## config.mk

```make
export PLATFORM = sky130hd
export DESIGN_NAME = motor_hour_and_energy_meter
export DESIGN_NICKNAME = d
export VERILOG_FILES = /design/src/rtl/core/mhem_pkg.sv /design/src/rtl/core/mhem_update.sv /design/src/rtl/core/motor_hour_and_energy_meter.sv
export SDC_FILE = /design/constraint.sdc
export NUM_CORES = 1
export LEC_CHECK = 0
export BUFFER_PORTS_ARGS = -buffer_cell sky130_fd_sc_hd__buf_2
export CORE_MARGIN = 5
export CORE_UTILIZATION = 65
export CTS_BUF_LIST = sky130_fd_sc_hd__clkbuf_8 sky130_fd_sc_hd__clkbuf_16
export CTS_CLUSTER_DIAMETER = 200
export DETAILED_ROUTE_END_ITERATION = 10
export GPL_TIMING_DRIVEN = 0
export MAX_ROUTING_LAYER = met4
export PLACE_DENSITY = 0.85
export SLEW_MARGIN = 40
export SYNTH_ARGS = -nofsm -noshare
export SYNTH_HDL_FRONTEND = slang
export SYNTH_SLANG_ARGS = --single-unit
```

## constraint.sdc

```tcl
create_clock -name clk -period 19.2 [get_ports clk]
set_input_delay 1.92 -clock clk [delete_from_list [all_inputs] [get_ports clk]]
set_output_delay 1.92 -clock clk [all_outputs]
set_load 0.02 [all_outputs]
```

## src/rtl/core/mhem_pkg.sv

```systemverilog
// ----------------------------------------------------------------------------
// mhem_pkg - motor hour and energy meter shared definitions
// Payload types, configuration layout, register indexes and defaults.
// ----------------------------------------------------------------------------
`default_nettype none

package mhem_pkg;

	// accumulator width default, legal range 40..64
	localparam int ACC_WIDTH_DEF = 48;

	localparam int CFG_DATA_W  = 32;
	localparam int CFG_INDEX_W = 3;
	localparam int PROD_W      = 33;

	// request commands
	localparam logic CMD_SAMPLE  = 1'b0;
	localparam logic CMD_RESTORE = 1'b1;

	// configuration register indexes
	typedef enum logic [CFG_INDEX_W-1:0] {
		REG_SAMPLE_INTERVAL   = 3'd0,
		REG_PERIODS_PER_BLOCK = 3'd1,
		REG_BLOCKS_PER_HOUR   = 3'd2,
		REG_ENERGY_SAVE_MASK  = 3'd3,
		REG_PRESET_HOURS      = 3'd4,
		REG_PRESET_BLOCKS     = 3'd5,
		REG_PRESET_ENERGY     = 3'd6
	} mhem_reg_t;

	// reset values of the configuration registers
	localparam logic [15:0] SAMPLE_INTERVAL_RST   = 16'd10;
	localparam logic [15:0] PERIODS_PER_BLOCK_RST = 16'd6000;
	localparam logic [7:0]  BLOCKS_PER_HOUR_RST   = 8'd5;
	localparam logic [15:0] ENERGY_SAVE_MASK_RST  = 16'h3fff;

	// input request payload
	typedef struct packed {
		logic               cmd;
		logic [31:0]        now_time;
		logic signed [15:0] current;
		logic [15:0]        voltage;
	} mhem_in_t;

	// result payload
	typedef struct packed {
		logic [15:0] run_hours;
		logic [15:0] block_count;
		logic [31:0] energy_report;
		logic        save_energy;
		logic        save_hours;
		logic        save_blocks;
	} mhem_out_t;

	// request with its current x voltage product
	typedef struct packed {
		logic                     cmd;
		logic [31:0]              now_time;
		logic signed [PROD_W-1:0] product;
	} mhem_req_t;

	// configuration register set
	typedef struct packed {
		logic [15:0] sample_interval;
		logic [15:0] periods_per_block;
		logic [7:0]  blocks_per_hour;
		logic [15:0] energy_save_mask;
		logic [15:0] preset_hours;
		logic [15:0] preset_blocks;
		logic [31:0] preset_energy;
	} mhem_cfg_t;

endpackage

`default_nettype wire

```

## src/rtl/core/mhem_update.sv

```systemverilog
// ----------------------------------------------------------------------------
// mhem_update - meter state and combinational update
// Holds time mark, energy accumulator and counters; computes the result of
// one request from the current state and commits the new state on fire.
// ----------------------------------------------------------------------------
`default_nettype none

module mhem_update #(
	parameter int ACC_WIDTH = mhem_pkg::ACC_WIDTH_DEF
) (
	input  wire logic                clk,
	input  wire logic                arst_n,
	input  wire logic                fire,
	input  wire mhem_pkg::mhem_req_t req,
	input  wire mhem_pkg::mhem_cfg_t cfg,
	output      mhem_pkg::mhem_out_t res
);

	localparam logic [ACC_WIDTH-1:0] ACC_MAX = {1'b0, {(ACC_WIDTH-1){1'b1}}};
	localparam logic [ACC_WIDTH-1:0] ACC_MIN = {1'b1, {(ACC_WIDTH-1){1'b0}}};
	localparam int                   EXT_W   = ACC_WIDTH + 1 - mhem_pkg::PROD_W;

	logic [31:0]          time_mark_q;
	logic [ACC_WIDTH-1:0] energy_acc_q;
	logic [15:0]          period_count_q;
	logic [15:0]          block_counter_q;
	logic [15:0]          hour_counter_q;

	logic [31:0]          mark_n;
	logic [ACC_WIDTH-1:0] acc_n;
	logic [15:0]          period_n;
	logic [15:0]          block_n;
	logic [15:0]          hour_n;

	logic [31:0]          elapsed;
	logic                 take;
	logic [ACC_WIDTH:0]   sum;
	logic [ACC_WIDTH-1:0] acc_sat;
	logic [63:0]          preset_scaled;
	logic [ACC_WIDTH-1:0] acc_preset;
	logic [15:0]          period_inc;
	logic [15:0]          block_inc;
	logic [63:0]          energy_mag;
	logic [31:0]          energy_report;
	logic                 save_energy;
	logic                 save_hours;
	logic                 save_blocks;

	// saturating accumulate of the sample product
	always_comb begin
		sum = {energy_acc_q[ACC_WIDTH-1], energy_acc_q}
			+ {{EXT_W{req.product[mhem_pkg::PROD_W-1]}}, req.product};
		if (sum[ACC_WIDTH] != sum[ACC_WIDTH-1]) begin
			acc_sat = sum[ACC_WIDTH] ? ACC_MIN : ACC_MAX;
		end else begin
			acc_sat = sum[ACC_WIDTH-1:0];
		end
	end

	// preset energy scaled to accumulator units, clamped to the positive max
	always_comb begin
		preset_scaled = 64'(cfg.preset_energy) << 8;
		if (preset_scaled > 64'(ACC_MAX)) begin
			acc_preset = ACC_MAX;
		end else begin
			acc_preset = preset_scaled[ACC_WIDTH-1:0];
		end
	end

	assign elapsed    = req.now_time - time_mark_q;
	assign take       = elapsed > 32'(cfg.sample_interval);
	assign period_inc = take ? period_count_q + 16'd1 : period_count_q;
	assign block_inc  = block_counter_q + 16'd1;

	// next state and save strobes
	always_comb begin
		mark_n      = time_mark_q;
		acc_n       = energy_acc_q;
		period_n    = period_count_q;
		block_n     = block_counter_q;
		hour_n      = hour_counter_q;
		save_energy = 1'b0;
		save_hours  = 1'b0;
		save_blocks = 1'b0;
		if (req.cmd == mhem_pkg::CMD_RESTORE) begin
			hour_n   = cfg.preset_hours;
			block_n  = cfg.preset_blocks;
			acc_n    = acc_preset;
			period_n = '0;
			mark_n   = req.now_time;
		end else begin
			if (take) begin
				acc_n  = acc_sat;
				mark_n = req.now_time;
			end
			period_n    = period_inc;
			save_energy = (period_inc & cfg.energy_save_mask) == 16'd0;
			if (period_inc > cfg.periods_per_block) begin
				period_n    = '0;
				block_n     = block_inc;
				save_blocks = 1'b1;
				if (block_inc > 16'(cfg.blocks_per_hour)) begin
					hour_n     = hour_counter_q + 16'd1;
					block_n    = '0;
					save_hours = 1'b1;
				end
			end
		end
	end

	// report: shift out the fraction, negative reads zero, clamp at the top
	always_comb begin
		energy_mag = 64'(acc_n[ACC_WIDTH-2:0]) >> 8;
		if (acc_n[ACC_WIDTH-1]) begin
			energy_report = '0;
		end else if (|energy_mag[63:32]) begin
			energy_report = '1;
		end else begin
			energy_report = energy_mag[31:0];
		end
	end

	assign res = '{run_hours: hour_n, block_count: block_n, energy_report: energy_report,
		save_energy: save_energy, save_hours: save_hours, save_blocks: save_blocks};

	// state registers
	always_ff @(posedge clk or negedge arst_n) begin
		if (!arst_n) begin
			time_mark_q     <= '0;
			energy_acc_q    <= '0;
			period_count_q  <= '0;
			block_counter_q <= '0;
			hour_counter_q  <= '0;
		end else if (fire) begin
			time_mark_q     <= mark_n;
			energy_acc_q    <= acc_n;
			period_count_q  <= period_n;
			block_counter_q <= block_n;
			hour_counter_q  <= hour_n;
		end
	end

endmodule

`default_nettype wire

```

## src/rtl/core/motor_hour_and_energy_meter.sv

```systemverilog
// ----------------------------------------------------------------------------
// motor_hour_and_energy_meter - run hour and output energy meter
// Input register, then current x voltage product and state update in one
// pass into the result register.
// ----------------------------------------------------------------------------
// The block takes one request per clock unless the result side stalls it
// and returns one result per request, in order; a request is registered in
// the input register and then in the result register, which holds while the
// result side is stalled. A sample request (cmd 0) counts a period and adds
// current times voltage to the energy accumulator when more than
// sample_interval time counts have passed since the last mark; periods roll
// into blocks and blocks into run hours. A restore request (cmd 1) loads the
// presets, clears the period count and sets the time mark. The product, the
// accumulate and the counter updates run between the input register and the
// result register, and the state written by one request is seen by the next,
// so back-to-back requests need no gap. A stalled result holds the input
// register, and sample_ready then follows result_ready in the same cycle.
// Configuration registers are written through cfg_we/cfg_index/cfg_wdata and
// should only change while no request is in flight.
`default_nettype none

module motor_hour_and_energy_meter #(
	parameter int ACC_WIDTH = mhem_pkg::ACC_WIDTH_DEF
) (
	input  wire logic                                clk,
	input  wire logic                                arst_n,
	input  wire logic                                sample_valid,
	output      logic                                sample_ready,
	input  wire mhem_pkg::mhem_in_t                  sample,
	output      logic                                result_valid,
	input  wire logic                                result_ready,
	output      mhem_pkg::mhem_out_t                 result,
	input  wire logic                                cfg_we,
	input  wire logic [mhem_pkg::CFG_INDEX_W-1:0]    cfg_index,
	input  wire logic [mhem_pkg::CFG_DATA_W-1:0]     cfg_wdata
);

	mhem_pkg::mhem_cfg_t cfg_q;
	mhem_pkg::mhem_in_t  req_s1;
	mhem_pkg::mhem_req_t req_mul;
	mhem_pkg::mhem_out_t res_next;
	logic                vld_s1;
	logic                out_vld_q;
	logic                mv2;
	logic                accept;

	// stage flow: the input register moves when the result register is free
	assign mv2          = vld_s1 && (!out_vld_q || result_ready);
	assign sample_ready = !vld_s1 || mv2;
	assign accept       = sample_valid && sample_ready;

	// configuration registers
	always_ff @(posedge clk or negedge arst_n) begin
		if (!arst_n) begin
			cfg_q.sample_interval   <= mhem_pkg::SAMPLE_INTERVAL_RST;
			cfg_q.periods_per_block <= mhem_pkg::PERIODS_PER_BLOCK_RST;
			cfg_q.blocks_per_hour   <= mhem_pkg::BLOCKS_PER_HOUR_RST;
			cfg_q.energy_save_mask  <= mhem_pkg::ENERGY_SAVE_MASK_RST;
			cfg_q.preset_hours      <= '0;
			cfg_q.preset_blocks     <= '0;
			cfg_q.preset_energy     <= '0;
		end else if (cfg_we) begin
			unique case (cfg_index)
				mhem_pkg::REG_SAMPLE_INTERVAL:   cfg_q.sample_interval   <= cfg_wdata[15:0];
				mhem_pkg::REG_PERIODS_PER_BLOCK: cfg_q.periods_per_block <= cfg_wdata[15:0];
				mhem_pkg::REG_BLOCKS_PER_HOUR:   cfg_q.blocks_per_hour   <= cfg_wdata[7:0];
				mhem_pkg::REG_ENERGY_SAVE_MASK:  cfg_q.energy_save_mask  <= cfg_wdata[15:0];
				mhem_pkg::REG_PRESET_HOURS:      cfg_q.preset_hours      <= cfg_wdata[15:0];
				mhem_pkg::REG_PRESET_BLOCKS:     cfg_q.preset_blocks     <= cfg_wdata[15:0];
				mhem_pkg::REG_PRESET_ENERGY:     cfg_q.preset_energy     <= cfg_wdata[31:0];
				default: ;
			endcase
		end
	end

	// valid bits of the pipeline
	always_ff @(posedge clk or negedge arst_n) begin
		if (!arst_n) begin
			vld_s1    <= 1'b0;
			out_vld_q <= 1'b0;
		end else begin
			if (sample_ready) begin
				vld_s1 <= sample_valid;
			end
			if (!out_vld_q || result_ready) begin
				out_vld_q <= vld_s1;
			end
		end
	end

	// input register
	always_ff @(posedge clk) begin
		if (accept) begin
			req_s1 <= sample;
		end
	end

	// signed current times unsigned voltage
	always_comb begin
		req_mul.cmd      = req_s1.cmd;
		req_mul.now_time = req_s1.now_time;
		req_mul.product  = $signed({{17{req_s1.current[15]}}, req_s1.current})
			* $signed({17'd0, req_s1.voltage});
	end

	mhem_update #(
		.ACC_WIDTH(ACC_WIDTH)
	) u_update (
		.clk    (clk),
		.arst_n (arst_n),
		.fire   (mv2),
		.req    (req_mul),
		.cfg    (cfg_q),
		.res    (res_next)
	);

	// result register
	always_ff @(posedge clk) begin
		if (mv2) begin
			result <= res_next;
		end
	end

	assign result_valid = out_vld_q;

endmodule

`default_nettype wire

```

==> run metrics <==
outcome completed; area delta synth->final 10.3%; Worst Hold End u_update.energy_acc_q[15]; RD Place Congestion 1.01; # Max-Cap Violations 0; Final Routed Wirelength 93,400 µm; most frequent cells in the layout 430 x inv_1, 372 x nand2_1, 237 x ha_1, 229 x fa_1, 225 x dfrtp_1; final number of max-transition violations 0; Reg2Reg Launch Point req_s1[8]; DRC viols 0; mapped cell area 0.0312 mm²; NumNets Final 4,003; FF-to-FF path depth 24; clock-pin slew on the worst setup and hold paths 0.07 ns; Synth Flop Type dfrtp_1; critical path type reg2reg; WHS Path Cells 2; slowest CP cell clkbuf_1; Iter 0 DRT Violations 2,533; Crit. End Element flop; Synth Warn # 0; Hold Buf Count CTS 0; min-delay src u_update.energy_acc_q[15]; EDFF count, synth 132; Hold Violations, Final 0; fill count 3,541; post-CTS sizing 0; largest net degree at the start of global routing 77; drt first pass iters 6; Rel. slew slack 0.371; CTS buffer count 42; Post-Syn Instances 3,211; vias 25.7k; Period minus WS final 9.14 ns; DR vias/cell 6.29; sequential area share after synthesis 0.328; most frequent CP cell fa_1; setup bufs post-CTS 0; CP startpoint kind flop; global-route wire length before repair 147,000 µm; delay-heaviest family, CP adder cells; Worst Path Buf+Inv 5; Net Count, Synth 3,782; worst-path fanout max 10; GRT Overall Usage 0.365; fmax 109 MHz; row count 80; Worst-Skew Late Latency 0.60 ns; Max Root-Sink Buffers 3; Critical Path Max Stage Delay 0.70 ns; Seq cells post-synth 382; HP Class reg2reg; H-tree level count 2; Reg area 0.0103 mm²; Distinct cells, synth 102; Die X 229 µm; clock sink count 382; worst-margin pin slew 0.943 ns; Die Y 229 µm; Tcrit/Tclk final 0.476; commonest non-fill, non-tap cell in the layout inv_1; Multi-input gate area 0.0188 mm²; Final setup viols 0; Starting Density 0.656; clock skew 0.0262 ns; port buffer count 171; RR Endpoint result[20]; Critical Path AT 9.48 ns; post-detailed-route count of antenna-violating nets 0; RSZ-0062 raised after global routing no; grt ovf 0; antenna violations before repair 1; crit path cell chain clkbuf_1 > and2_1 > fa_1 > inv_1 > fa_1 > fa_1 > inv_1 > fa_1 > fa_1 > inv_1 > fa_1 > inv_1 > ha_1 > a21oi_1 > o311a_1 > o21ai_0 > o31ai_1 > nand2_1 > a41o_1 > a211oi_2 > a21oi_1 > a211oi_4 > nor2_1 > a211oi_1; CTS root buffer clkbuf_16; vias in the first global route 26.6k; drt wl/cell 22.9 µm; Worst Path Required 19.54 ns; Avg Inst Size Synth 9.73 µm²; IO Pins 174; Worst R2R Setup Slack 10.06 ns; FFs w/ async S/R, synth 0.654; hpwl dp 73,300 µm; layout cell share with drive strength beyond 1 0.143; CTS tree yes; die area 0.0526 mm²; setup TNS 0 ns; core region area 0.0476 mm²
[cells by family (layout without fill, tap and decap cells)]
| kind of cell | count (synthesis) | after routing | share of synthesized area |
|---|---|---|---|
| xor gates and xnor gates | 88 | 88 | 0.0249 |
| and+or+nand+nor | 926 | 926 | 0.145 |
| DFF | 382 | 382 | 0.328 |
| AOI/OAI and AO/OA | 621 | 621 | 0.134 |
| buffers and inverters | 572 | 827 | 0.0717 |
| muxes | 152 | 152 | 0.0541 |
| other | 0 | 1 | 0 |
| adders and majority gates | 470 | 470 | 0.243 |
[tightest hold or removal path: stages, from the launching register on]
cell	delay (ns)
dfrtp_1	0.35
nand2_1	0.05
o21ai_0	0.06
[worst max path at each step]
stage                          start          to  slack (ns)  depth (start not counted)
final                      req_s1[8]  result[20]       10.06                         24
after CTS                  req_s1[8]   result[6]       10.20                         24
after detailed placement   req_s1[8]   result[6]       10.28                         24
after global placement    req_s1[31]  result[20]        10.0                         24
after floorplan           req_s1[31]  result[19]       12.02                         25
after global routing       req_s1[8]   result[6]        9.61                         24
[per-stage QoR]
step | setup slack [ns] | cells | utilization | instance area [µm²] | hold WS [ns]
6_report | 10.06 | 4082 | 0.723 | 34500 | 0.500
5_1_grt | 9.61 | 4081 | 0.723 | 34500 | 0.514
4_1_cts | 10.20 | 4081 | 0.723 | 34500 | 0.490
3_5_place_dp | 10.28 | 4003 | 0.694 | 33000 | 0.476
3_3_place_gp | 10.0 | 3997 | 0.690 | 32900 | 0.466
2_1_floorplan | 12.02 | 3211 | - | 31200 | 0.450
[state kept, by name (all words and copies together) (netlist names)]
register,count
cfg_q,120
req_mul,33
req_s1,32
result,67
result_valid,1
u_update.block_counter_q,16
u_update.energy_acc_q,48
u_update.hour_counter_q,16
u_update.period_count_q,16
u_update.time_mark_q,32
vld_s1,1
[layer usage]
metal  vias to the layer above  global-route usage  wire (µm)
met3                       311              0.0712       8520
met5                         -                   -          0
met1                     12700               0.463      36500
met2                      1313               0.583      43900
met4                         0               0.150       4600
li1                      11400                   -          -
[cell usage after synthesis (11+ instances only)]
cell type	n	area [µm²]
o31ai_1	21	158
o2bb2ai_1	13	114
xnor2_1	55	482
dfrtp_1	225	5630
nor4_1	15	93.8
nand2b_1	38	238
and2_1	132	826
a21oi_1	142	711
clkbuf_1	113	424
o22ai_1	25	156
and3_1	19	119
o21ai_0	147	736
mux2i_1	18	180
inv_1	423	1590
o211ai_1	30	225
mux2_2	134	1510
or3_1	25	156
a32o_1	11	110
o21a_1	15	113
dfstp_2	25	657
o21bai_1	14	105
nand4_1	37	231
buf_2	17	85.1
a21o_1	43	323
a21oi_2	11	96.3
nor2_1	151	567
nand3_1	38	190
nand2_1	372	1400
fa_1	229	4580
ha_1	237	2970
nor3_1	36	180
a31oi_1	13	81.3
a211oi_1	24	180
edfxtp_1	132	3960
xor2_1	32	280
[area by class of cell]
type | count | area share
inverters | 425 | 0.0463
clock buffers | 45 | 0.0320
well taps | 615 | 0.0223
multi-input cells | 2257 | 0.545
diodes | 1 | 0.0000726
repair buffers | 177 | 0.0290
plain buffers | 147 | 0.0189
flip-flops and latches | 382 | 0.297
clock inverters | 33 | 0.00897
Power is not shown: default switching activity piles up to over one toggle a cycle in this logic, so the estimate is an artifact.
